### config.mk
export PLATFORM = sky130hd
export DESIGN_NAME = iqfs_ctrl
export DESIGN_NICKNAME = d
export VERILOG_FILES = /design/src/sv/iqfs_pkg.sv /design/src/sv/iqfs_ctrl.sv
export SDC_FILE = /design/constraint.sdc
export NUM_CORES = 1
export LEC_CHECK = 0
export BUFFER_PORTS_ARGS = -buffer_cell sky130_fd_sc_hd__buf_2
export CORE_MARGIN = 3
export CORE_UTILIZATION = 50
export DETAILED_ROUTE_END_ITERATION = 12
export PLACE_DENSITY_LB_ADDON = 0.05
export SLEW_MARGIN = 5
export SYNTH_ARGS = -nofsm -noshare
export SYNTH_HDL_FRONTEND = slang
export SYNTH_SLANG_ARGS = --single-unit
### constraint.sdc
create_clock -name clock -period 2 [get_ports clock]
set_input_delay 0.3 -clock clock [delete_from_list [all_inputs] [get_ports clock]]
set_output_delay 0.3 -clock clock [all_outputs]
set_load 0.01 [all_outputs]
### src/sv/iqfs_pkg.sv
`timescale 1ns / 1ps
// ----------------------------------------------------------------------------
// iqfs_pkg - shared types and constants for the I/Q phasor frequency shifter
// Controller states, command and status bundles, register map and sizes.
// ----------------------------------------------------------------------------
package iqfs_pkg;

   localparam int PH_W        = 18;                // Q2.16 phasor and step width
   localparam int SMP_W       = 8;                 // raw and mixed sample width
   localparam int CSR_ADDR_W  = 4;
   localparam int CSR_DATA_W  = 32;

   localparam int ROOT_STEPS  = 18;                // result bits of the square root
   localparam int DIV_STEPS   = 34;                // dividend bits of the normaliser
   localparam int CNT_W       = $clog2(DIV_STEPS);

   localparam logic signed [PH_W-1:0] PH_ONE = 18'sd65536;

   // register indexes (byte address / 4)
   localparam logic [1:0] REG_INVERT_IQ = 2'd0;
   localparam logic [1:0] REG_STEP_REAL = 2'd1;
   localparam logic [1:0] REG_STEP_IMAG = 2'd2;

   typedef enum logic [3:0] {
      ST_IDLE,
      ST_MUL,
      ST_MIX,
      ST_SQUARE,
      ST_SQ_SUM,
      ST_ROOT,
      ST_DIV_LOAD,
      ST_DIVIDE,
      ST_NORM
   } state_type;

   typedef struct packed {
      logic load;        // capture the accepted sample
      logic mul;         // register mixing and rotation products
      logic mix;         // load result, advance phasor
      logic square;      // register squares of the phasor parts
      logic root_load;   // start square root
      logic root_step;   // one root iteration
      logic div_load;    // start both division lanes
      logic div_step;    // one division iteration
      logic norm;        // write the normalised phasor
   } cmd_type;

   typedef struct packed {
      logic mag_zero;    // square root came out zero
   } status_type;

endpackage

### src/sv/iqfs_ctrl.sv
`timescale 1ns / 1ps
// ----------------------------------------------------------------------------
// iqfs_ctrl - sequencer for the I/Q phasor frequency shifter
// Walks each sample through multiply and mix, and runs the block-end
// renormalisation (square, root, divide) when the sample closes a block.
// ----------------------------------------------------------------------------
module iqfs_ctrl
   import iqfs_pkg::*;
(
   input  logic       clock,
   input  logic       reset,
   input  logic       req_valid,
   output logic       req_ready,
   input  logic       req_last_in_block,
   output logic       rsp_valid,
   input  logic       rsp_ready,
   input  status_type status,
   output cmd_type    cmd
);

   state_type        state_ff, state_in;
   logic [CNT_W-1:0] cnt_ff, cnt_in;
   logic             last_ff, last_in;
   logic             rsp_valid_ff, rsp_valid_in;
   logic             out_free;

   assign out_free  = !rsp_valid_ff || rsp_ready;
   assign req_ready = (state_ff == ST_IDLE);
   assign rsp_valid = rsp_valid_ff;

   always_ff @(posedge clock) begin
      if (reset) begin
         state_ff     <= ST_IDLE;
         cnt_ff       <= '0;
         last_ff      <= 1'b0;
         rsp_valid_ff <= 1'b0;
      end else begin
         state_ff     <= state_in;
         cnt_ff       <= cnt_in;
         last_ff      <= last_in;
         rsp_valid_ff <= rsp_valid_in;
      end
   end

   always_comb begin
      state_in     = state_ff;
      cnt_in       = cnt_ff;
      last_in      = last_ff;
      rsp_valid_in = rsp_valid_ff && !rsp_ready;
      cmd          = '0;

      unique case (state_ff)
         ST_IDLE: begin
            if (req_valid) begin
               cmd.load = 1'b1;
               last_in  = req_last_in_block;
               state_in = ST_MUL;
            end
         end
         ST_MUL: begin
            cmd.mul  = 1'b1;
            state_in = ST_MIX;
         end
         ST_MIX: begin
            // hold until the output register can take the result
            if (out_free) begin
               cmd.mix      = 1'b1;
               rsp_valid_in = 1'b1;
               state_in     = last_ff ? ST_SQUARE : ST_IDLE;
            end
         end
         ST_SQUARE: begin
            cmd.square = 1'b1;
            state_in   = ST_SQ_SUM;
         end
         ST_SQ_SUM: begin
            cmd.root_load = 1'b1;
            cnt_in        = CNT_W'(ROOT_STEPS - 1);
            state_in      = ST_ROOT;
         end
         ST_ROOT: begin
            cmd.root_step = 1'b1;
            if (cnt_ff == '0) begin
               state_in = ST_DIV_LOAD;
            end else begin
               cnt_in = cnt_ff - 1'b1;
            end
         end
         ST_DIV_LOAD: begin
            // zero magnitude needs no division
            cmd.div_load = 1'b1;
            cnt_in       = CNT_W'(DIV_STEPS - 1);
            state_in     = status.mag_zero ? ST_NORM : ST_DIVIDE;
         end
         ST_DIVIDE: begin
            cmd.div_step = 1'b1;
            if (cnt_ff == '0) begin
               state_in = ST_NORM;
            end else begin
               cnt_in = cnt_ff - 1'b1;
            end
         end
         ST_NORM: begin
            cmd.norm = 1'b1;
            state_in = ST_IDLE;
         end
         default: begin
            state_in = ST_IDLE;
         end
      endcase
   end

endmodule

==> results.py, run 1 <==
metrics = {
    "placed_design": {
        "finalWeightedCongestion": 0.784,
        "io_buffers": 16,
        "dp.cells": 122,
        "dp_hpwl_um": 1190,
        "dpl_cell_area_um2": 826,
    },
    "critical_path": {
        "arrival_ns": 1.57,
        "critical_path_class": "reg -> out",
        "required_ns": 1.70,
        "setup.worst_path.end_class": "primary output",
        "critPathLaunchType": "flip-flop",
        "critPathMaxFanout": 13,
        "rrSetupSlack_ns": 0.28,
    },
    "yosys": {
        "ys_warn_count": 0,
        "synth_cell_types": 32,
        "synth_area_leaders": "dfxtp_1 (34%), nor2_1 (5.2%), a21oi_1 (4.9%)",
        "synth_area_um2": 716,
        "syn_inst": 92,
        "ys_seq_area_share_pct": 33.6,
        "synth_top_area_cell": "dfxtp_1",
        "async_reset_ff_share_pct": 0,
        "synth.most_common_cell": "dfxtp_1",
        "synth_common_cells": "dfxtp_1 (12), nor2_1 (10), a21oi_1 (7), o21ai_0 (7), nor3_1 (6)",
        "synth_top_flop_cell": "dfxtp_1",
        "synth_nets": 100,
        "synth_top_cell_area_share_pct": 33.6,
        "ys_ff_latch": 12,
        "synth_edf_count": 0,
        "synth_area_per_cell_um2": 7.78,
    },
    "timing": {
        "fin_crit_ns": 1.87,
        "slew_violations": 0,
        "finalCritPeriodShare_pct": 93.5,
        "rsz0062_at_grt": "false",
        "clock.fmax_mhz": 535,
        "tightest_slew_ns": 0.414,
        "slew-limit-headroom_pct": 72.2,
        "fin_skew_ns": 0.000505,
        "final.setup.tns_ns": 0,
        "finalSetupViolCount": 0,
        "timing.hold.ws_ns": 0.270,
        "hold_viol": 0,
    },
    "detailed_routing": {
        "vias": 729,
        "initialDrtViolationCount": 32,
        "drt_wl_total_um": 1620,
        "drc": 0,
        "wire_per_inst_um": 13.0,
        "drt-vias-per-instance": 5.83,
        "top_layer": "met4",
        "wl_met2_um": 640,
        "met3_length_um": 174,
        "drtPass1Iterations": 4,
        "drt.antenna.violating_nets": 0,
        "wl_met1_um": 777,
    },
    "die": {
        "die_x_um": 43.8,
        "dieHeight_um": 43.8,
        "core_region_area_um2": 1320,
        "start_util_pct": 54.3,
        "io_pins": 17,
        "dieArea_um2": 1920,
        "num_rows": 13,
    },
    "global_routing": {
        "grt_max_degree": 14,
        "antenna_found_initial": 0,
        "grt_overflow": 0,
        "first_global_vias": 621,
        "grt_pass1_wl_um": 2790,
        "grtUsageTotal_pct": 19.6,
    },
    "clock_tree": {
        "cts.path.max_buffers": 2,
        "post_cts_buffers": 0,
        "numCtsBuffers": 3,
        "cts.sinks": 12,
        "cts_hold_buf": 0,
        "post_cts_resized": 0,
        "cts_tree": "yes",
        "root_buffer": "clkbuf_4",
        "htree_levels": 1,
        "clk_latency_ns": 0.27,
        "path_clk_slew_ns": 0.07,
    },
    "final_layout": {
        "fillers": 126,
        "fin_cells": 125,
        "drive_above_1_share_pct": 24.5,
        "nets": 120,
        "syn_to_final_growth_pct": 18.5,
        "diodes": 0,
        "final_cell_area_um2": 848,
    },
    "power": {
        "power_uw": 913,
        "max-vdd-ir-drop_v": 0.000894,
        "powerDensity_nw_per_um2": 1080,
        "power.leakage_nw": 0.335,
    },
    "flow_run": {
        "timing.max_cap.violations": 0,
    },
    "run_status": {
        "status": "finished, final reports clean",
    },
    "min_path": {
        "hold_path_class": "in -> reg",
    },
}
-- worst paths after layout --
| kind | from | endpoint | depth (start not counted) |
|---|---|---|---|
| max | state_ff[2] | cmd[6] | 3 |
| max reg2reg | cnt_ff[0] | cnt_ff[3] | 6 |
| min | req_last_in_block | last_ff | 3 |
| min reg2reg | cnt_ff[4] | cnt_ff[4] | 2 |
-- critical path: stages, from the launching register on --
cell and delay [ns]:
dfxtp_1 0.42, or4_1 0.62, nor2b_1 0.13, buf_2 0.13
-- report_power, final --
| part | internal (mW) | switching (mW) |
|---|---|---|
| Clock | 0.0697 | 0.0783 |
| Combinational | 0.186 | 0.259 |
| Sequential | 0.276 | 0.0441 |
-- cell usage in the layout (no fill, tap or decap), types with 3 or more instances in the layout --
master,count
nand2b_1,4
dfxtp_1,12
buf_2,16
buf_4,4
clkbuf_4,3
inv_1,5
o21ai_0,7
nor3_1,6
a21oi_1,7
a31oi_1,3
nor4_1,5
nor2_1,10
-- sequential cells by signal, summed over array words and instances (netlist names) --
register   cells
cnt_ff         6
state_ff       4
last_ff        1
rsp_valid      1
-- layer usage --
metal / track usage (%) / vias up
met5: 0 / -
met3: 5.39 / 4
met2: 24.7 / 41
met1: 29.8 / 309
li1: - / 375
met4: 9.04 / 0
-- cell families (layout without fill, tap and decap cells) --
group / count (synthesis) / count (layout) / synth area share, %
DFF: 12 / 12 / 33.6
buffers and inverters: 11 / 29 / 5.77
AOI/OAI and AO/OA: 27 / 27 / 24.7
and+or+nand+nor: 39 / 39 / 31.1
adders and majority gates: 2 / 2 / 3.50
muxes: 1 / 1 / 1.40
-- layout make-up --
type	instances	area [µm²]	share of cell area [%]
well taps	15	18.8	2.21
multi-input cells	69	434	51.2
inverters	6	22.5	2.65
clock buffers	3	22.5	2.65
flip-flops and latches	12	240	28.3
repair buffers	20	110	13.0
-- metrics by stage --
| stage | setup slack, ns | utilization, % |
|---|---|---|
| floorplan | 0.393 | - |
| global placement | 0.331 | 62.7 |
| detailed placement | 0.305 | 62.7 |
| CTS | 0.118 | 64.4 |
| global route | 0.0251 | 64.4 |
| finish | 0.129 | 64.4 |
(Power assumes the default switching activity.)
==> run 2: changes to the inputs <==
Settings changed: CORE_UTILIZATION 50 to 45, SETUP_SLACK_MARGIN from default to 0.2.
Clock period 2 ns to 2.3 ns, I/O delays scaled along.
==> run 2 against run 1 <==
Effect of this change:
- die area increased by 9.5%
- critical endpoint unchanged
- worst setup slack improved by 0.17 ns
- combinational power down 28%
- routed wire length increased by 2.0%
- clock skew grew 0.0048 ns
- sequential share of layout area is 0.40 points higher
- count of clock-buffer cells in the layout up 1
==> results.py, run 2 (synthesis gave the netlist of run 1 again) <==
metrics = {
    "run_status": {
        "status": "finished, final reports clean",
    },
    "die": {
        "num_rows": 13,
        "die_x_um": 45.9,
        "dieHeight_um": 45.9,
        "dieArea_um2": 2100,
        "io_pins": 17,
        "core_region_area_um2": 1400,
        "start_util_pct": 51.2,
    },
    "power": {
        "powerDensity_nw_per_um2": 958,
        "power_frac_seq_pct": 39.0,
        "cellInternalPower_uw": 472,
        "power_frac_clock_pct": 21.4,
        "power.leakage_nw": 0.328,
        "p_switching_uw": 334,
        "max-vdd-ir-drop_v": 0.000592,
        "netSwitchingFraction_pct": 41.4,
        "combPwrFrac_pct": 39.6,
    },
    "final_layout": {
        "top_regs": "cnt_ff: 6 flops, state_ff: 4 flops",
        "diodes": 0,
        "fillers": 141,
        "final_cell_mix": "buf_2 (16), dfxtp_1 (11), nor2_1 (10)",
        "largest-register": "cnt_ff",
        "drive_above_1_share_pct": 24.1,
        "syn_to_final_growth_pct": 17.5,
        "final_common_cell": "buf_2",
        "nets": 117,
        "largest_reg_flops": 6,
    },
    "clock_tree": {
        "numCtsBuffers": 3,
        "cts_tree": "yes",
        "cts_hold_buf": 0,
        "htree_levels": 1,
        "cts.sinks": 12,
        "clk_latency_ns": 0.28,
        "root_buffer": "clkbuf_4",
        "path_clk_slew_ns": 0.08,
        "cts.path.max_buffers": 2,
    },
    "detailed_routing": {
        "vias": 730,
        "drt-vias-per-instance": 5.93,
        "drt.antenna.violating_nets": 0,
        "drtPass1Iterations": 4,
        "drt_wl_total_um": 1650,
        "drc": 0,
        "wire_per_inst_um": 13.4,
        "initialDrtViolationCount": 31,
    },
    "timing": {
        "fin_skew_ns": 0.00530,
        "hold_viol": 0,
        "finalSetupViolCount": 0,
        "clock.fmax_mhz": 500,
        "final.setup.tns_ns": 0,
        "timing.hold.ws_ns": 0.298,
        "rsz0062_at_grt": "false",
        "slew_violations": 0,
        "tightest_slew_ns": 0.493,
        "slew-limit-headroom_pct": 67.1,
        "fin_crit_ns": 2.00,
        "finalCritPeriodShare_pct": 86.9,
    },
    "global_routing": {
        "antenna_found_initial": 0,
        "grtUsageTotal_pct": 18.2,
        "first_global_vias": 605,
        "grt_max_degree": 17,
        "grt_overflow": 0,
        "grt_pass1_wl_um": 2770,
    },
    "critical_path": {
        "slowest_delay_ns": 0.64,
        "regToRegStartpoint": "state_ff[0]",
        "ff2ff_path_depth": 4,
        "arrival_ns": 1.65,
        "required_ns": 1.96,
        "critical_path_class": "reg -> out",
        "rrSetupSlack_ns": 0.50,
        "setup.worst_path.end_class": "primary output",
        "cp_slowest_cell": "or4_1",
        "critPathLaunchType": "flip-flop",
        "cp_cell_sequence": "or4_1 > nor2b_1 > buf_2",
        "r2r_end": "cnt_ff[3]",
        "critPathMaxFanout": 16,
    },
    "min_path": {
        "min_path_cells": 3,
        "whs_endpoint": "last_ff",
        "hold_path_class": "in -> reg",
        "hold_start": "req_last_in_block",
    },
    "placed_design": {
        "finalWeightedCongestion": 0.791,
        "io_buffers": 16,
        "dp_hpwl_um": 1180,
    },
    "flow_run": {
        "timing.max_cap.violations": 0,
    },
}
[run 2: changes by cell type in the layout (fill, tap and decap cells not counted)]
cell      previous run  this run
dfxtp_1             12        11
clkbuf_8             0         1
dfxtp_2              0         1
buf_4                4         1
[run 2: power by group through the flow]
stage               Clock [mW]  Combinational [mW]  Sequential [mW]
CTS                      0.179               0.318            0.313
finish                   0.172               0.319            0.314
global route             0.189               0.353            0.326
global placement             0               0.316            0.313
floorplan                    0               0.263            0.271
detailed placement           0               0.317            0.316
[run 2: worst max-delay path: cells and delay by family, from the launching register on]
kind / cells / cell delay [ns]
buffers and inverters: 1 / 0.14
DFF: 1 / 0.47
and+or+nand+nor: 2 / 0.77
[run 2: per-layer routing]
layer  GRT usage [%]  vias to the layer above  share of wire [%]  wire, µm
met5               0                        -                  0         0
met4            10.2                        0                2.2        37
met3            2.37                        5                6.9       114
met2            24.5                       32                 40       663
met1            27.1                      322                 51       835
li1                -                      371                  -         -
[run 2: area by class of cell]
type | instances | area [µm²] | area share [%]
Sequential cell | 12 | 241 | 28.7
Clock buffer | 4 | 36.3 | 4.32
Multi-Input combinational cell | 69 | 434 | 51.6
Timing Repair Buffer | 17 | 87.6 | 10.4
Inverter | 6 | 22.5 | 2.68
Tap cell | 15 | 18.8 | 2.23
[run 2: repair_timing]
item	4_1_cts	5_1_grt
setup endpoints to repair	1	0
gates resized for setup	1	0
buffers inserted	0	0
[run 2: metrics by stage]
step	instances	total power [mW]	utilization, %	cell area [µm²]	setup WS (ns)
floorplan	92	0.534	-	716	0.693
global placement	119	0.629	57.4	803	0.547
detailed placement	119	0.632	57.4	803	0.503
CTS	123	0.810	60.1	841	0.301
global route	123	0.868	60.1	841	0.209
finish	123	0.805	60.1	841	0.301
[run 2: worst max-delay path by stage]
| stage | startpoint | to |
|---|---|---|
| 4_1_cts | state_ff[0] | cmd[6] |
| 3_3_place_gp | state_ff[1] | cmd[6] |
| 5_1_grt | state_ff[0] | cmd[6] |
| 2_1_floorplan | cnt_ff[0] | cnt_ff[3] |
| 3_5_place_dp | state_ff[1] | cmd[6] |
| 6_report | state_ff[0] | cmd[6] |
==> run 3: changes to the inputs <==
Settings changed: CTS_CLUSTER_DIAMETER from default to 50, PLACE_DENSITY_LB_ADDON 0.05 to 0.15.
==> run 3 against run 2 <==
Effect of this change:
- via count is 1.1% higher
- design area is 0.74% higher
- hold slack improved by 0.036 ns
- fmax decreased by 0.14%
- non-clock buffer count is the same
- critical endpoint unchanged
- final cell count did not move
- critical path depth stayed put
- largest power group unchanged
- count of clock-buffer cells in the layout unchanged
- highest routed layer unchanged
==> results.py, run 3 (synthesis gave the netlist of run 1 again) <==
metrics = {
    "critical_path": {
        "slowest_delay_ns": 0.64,
        "ff2ff_path_depth": 4,
        "critical_path_class": "reg -> out",
        "critPathMaxFanout": 16,
        "path_delay_family": "simple AND/OR/NAND/NOR gates",
        "required_ns": 1.96,
        "setup.worst_path.end_class": "primary output",
        "cp_num_buf_inv": 1,
        "cp.depth": 3,
        "crit_start": "state_ff[0]",
        "arrival_ns": 1.66,
        "rrSetupSlack_ns": 0.49,
        "r2r_end": "cnt_ff[3]",
        "cp_cell_sequence": "or4_1 > nor2b_1 > buf_2",
        "cp_slowest_cell": "or4_1",
        "critPathLaunchType": "flip-flop",
        "crit_end": "cmd[6]",
        "regToRegStartpoint": "state_ff[0]",
    },
    "power": {
        "p_switching_uw": 339,
        "power.leakage_nw": 0.330,
        "power_frac_seq_pct": 39.2,
        "power_uw": 815,
        "powerDensity_nw_per_um2": 962,
        "netSwitchingFraction_pct": 41.6,
        "max-vdd-ir-drop_v": 0.000733,
        "combPwrFrac_pct": 39.9,
        "cellInternalPower_uw": 476,
        "power_frac_clock_pct": 20.9,
    },
    "detailed_routing": {
        "initialDrtViolationCount": 11,
        "wire_per_inst_um": 14.7,
        "drtPass1Iterations": 6,
        "drt.antenna.violating_nets": 0,
        "drc": 0,
        "drt_wl_total_um": 1810,
        "vias": 738,
        "drt-vias-per-instance": 6.00,
    },
    "timing": {
        "final.setup.tns_ns": 0,
        "rsz0062_at_grt": "false",
        "slew_violations": 0,
        "hold_viol": 0,
        "fin_skew_ns": 0.00413,
        "finalCritPeriodShare_pct": 87.1,
        "tightest_slew_ns": 0.517,
        "finalSetupViolCount": 0,
        "fin_crit_ns": 2.00,
        "slew-limit-headroom_pct": 65.5,
        "clock.fmax_mhz": 499,
    },
    "clock_tree": {
        "cts_hold_buf": 0,
        "root_buffer": "clkbuf_4",
        "cts.path.max_buffers": 2,
        "path_clk_slew_ns": 0.08,
        "numCtsBuffers": 3,
        "clk_latency_ns": 0.28,
        "post_cts_buffers": 0,
        "htree_levels": 1,
        "cts_tree": "yes",
        "cts.sinks": 12,
    },
    "final_layout": {
        "drive_above_1_share_pct": 25.0,
        "largest_reg_flops": 6,
        "nets": 117,
        "final_cell_mix": "buf_2 (16), dfxtp_1 (11), nor2_1 (10)",
        "fillers": 139,
        "syn_to_final_growth_pct": 18.4,
        "final_cell_area_um2": 847,
        "multi_input_area_um2": 440,
        "regArea_um2": 241,
        "final_common_cell": "buf_2",
        "largest-register": "cnt_ff",
        "top_regs": "cnt_ff: 6 flops, state_ff: 4 flops",
        "diodes": 0,
    },
    "global_routing": {
        "antenna_found_initial": 0,
        "grt_max_degree": 17,
        "first_global_vias": 638,
        "grt_overflow": 0,
        "grtUsageTotal_pct": 19.5,
        "grt_pass1_wl_um": 2950,
    },
    "placed_design": {
        "dp_hpwl_um": 1270,
        "dpl_cell_area_um2": 803,
        "finalWeightedCongestion": 0.745,
        "io_buffers": 16,
    },
    "die": {
        "dieArea_um2": 2100,
        "die_x_um": 45.9,
        "io_pins": 17,
        "num_rows": 13,
        "dieHeight_um": 45.9,
        "start_util_pct": 51.2,
        "core_region_area_um2": 1400,
    },
    "flow_run": {
        "timing.max_cap.violations": 0,
    },
    "run_status": {
        "status": "finished, final reports clean",
    },
    "min_path": {
        "hold_path_class": "in -> reg",
    },
}
==> run 3: cell counts in the layout (fill, tap and decap cells not counted) <==
No cell type changed its count.
==> run 3: tightest hold or removal path: cells and delay by family <==
| kind | cells | cell delay, ns |
|---|---|---|
| simple gates | 1 | 0.10 |
| buf+inv | 1 | 0.07 |
| mux | 1 | 0.05 |
==> run 3: metrics by stage <==
stage | hold slack (ns) | setup slack (ns) | cells | utilization, %
after floorplan | 0.424 | 0.693 | 92 | -
after global placement | 0.475 | 0.555 | 119 | 57.4
after detailed placement | 0.508 | 0.518 | 119 | 57.4
after CTS | 0.349 | 0.307 | 123 | 60.1
after global routing | 0.364 | 0.218 | 123 | 60.6
final | 0.333 | 0.298 | 123 | 60.6
==> run 3: power groups by stage <==
stage	logic (mW)	clock network (mW)	registers (mW)
detailed placement	0.318	0	0.317
CTS	0.321	0.174	0.314
floorplan	0.263	0	0.271
finish	0.325	0.171	0.319
global route	0.368	0.183	0.328
global placement	0.315	0	0.311
==> run 3: timing repair <==
item	in CTS	in global routing
endpoints found under the setup margin	1	1
cloned	0	0
resized for setup	1	1
endpoints found under the hold margin	0	0
==> run 3: area by class of cell <==
cell class,count,area share [%]
Multi-Input combinational cell,69,52.0
Sequential cell,12,28.5
Timing Repair Buffer,17,10.3
Clock buffer,4,4.28
Inverter,6,2.66
Tap cell,15,2.22
==> run 3: how the worst min path moves through the flow <==
stage | to | from | cells after the start | slack, ns
floorplan | state_ff[3] | reset | 1 | 0.42
global placement | cnt_ff[4] | cnt_ff[4] | 2 | 0.48
detailed placement | cnt_ff[5] | cnt_ff[5] | 2 | 0.51
CTS | last_ff | req_last_in_block | 3 | 0.35
global route | last_ff | req_last_in_block | 3 | 0.36
finish | last_ff | req_last_in_block | 3 | 0.33
==> run 3: metal layers <==
metal	part of all wire, %	up-vias	GRT usage [%]
met3	6.3	5	3.56
met4	1.7	0	8.52
li1	-	372	-
met5	0	-	0
met1	48	330	26.6
met2	44	31	29.4
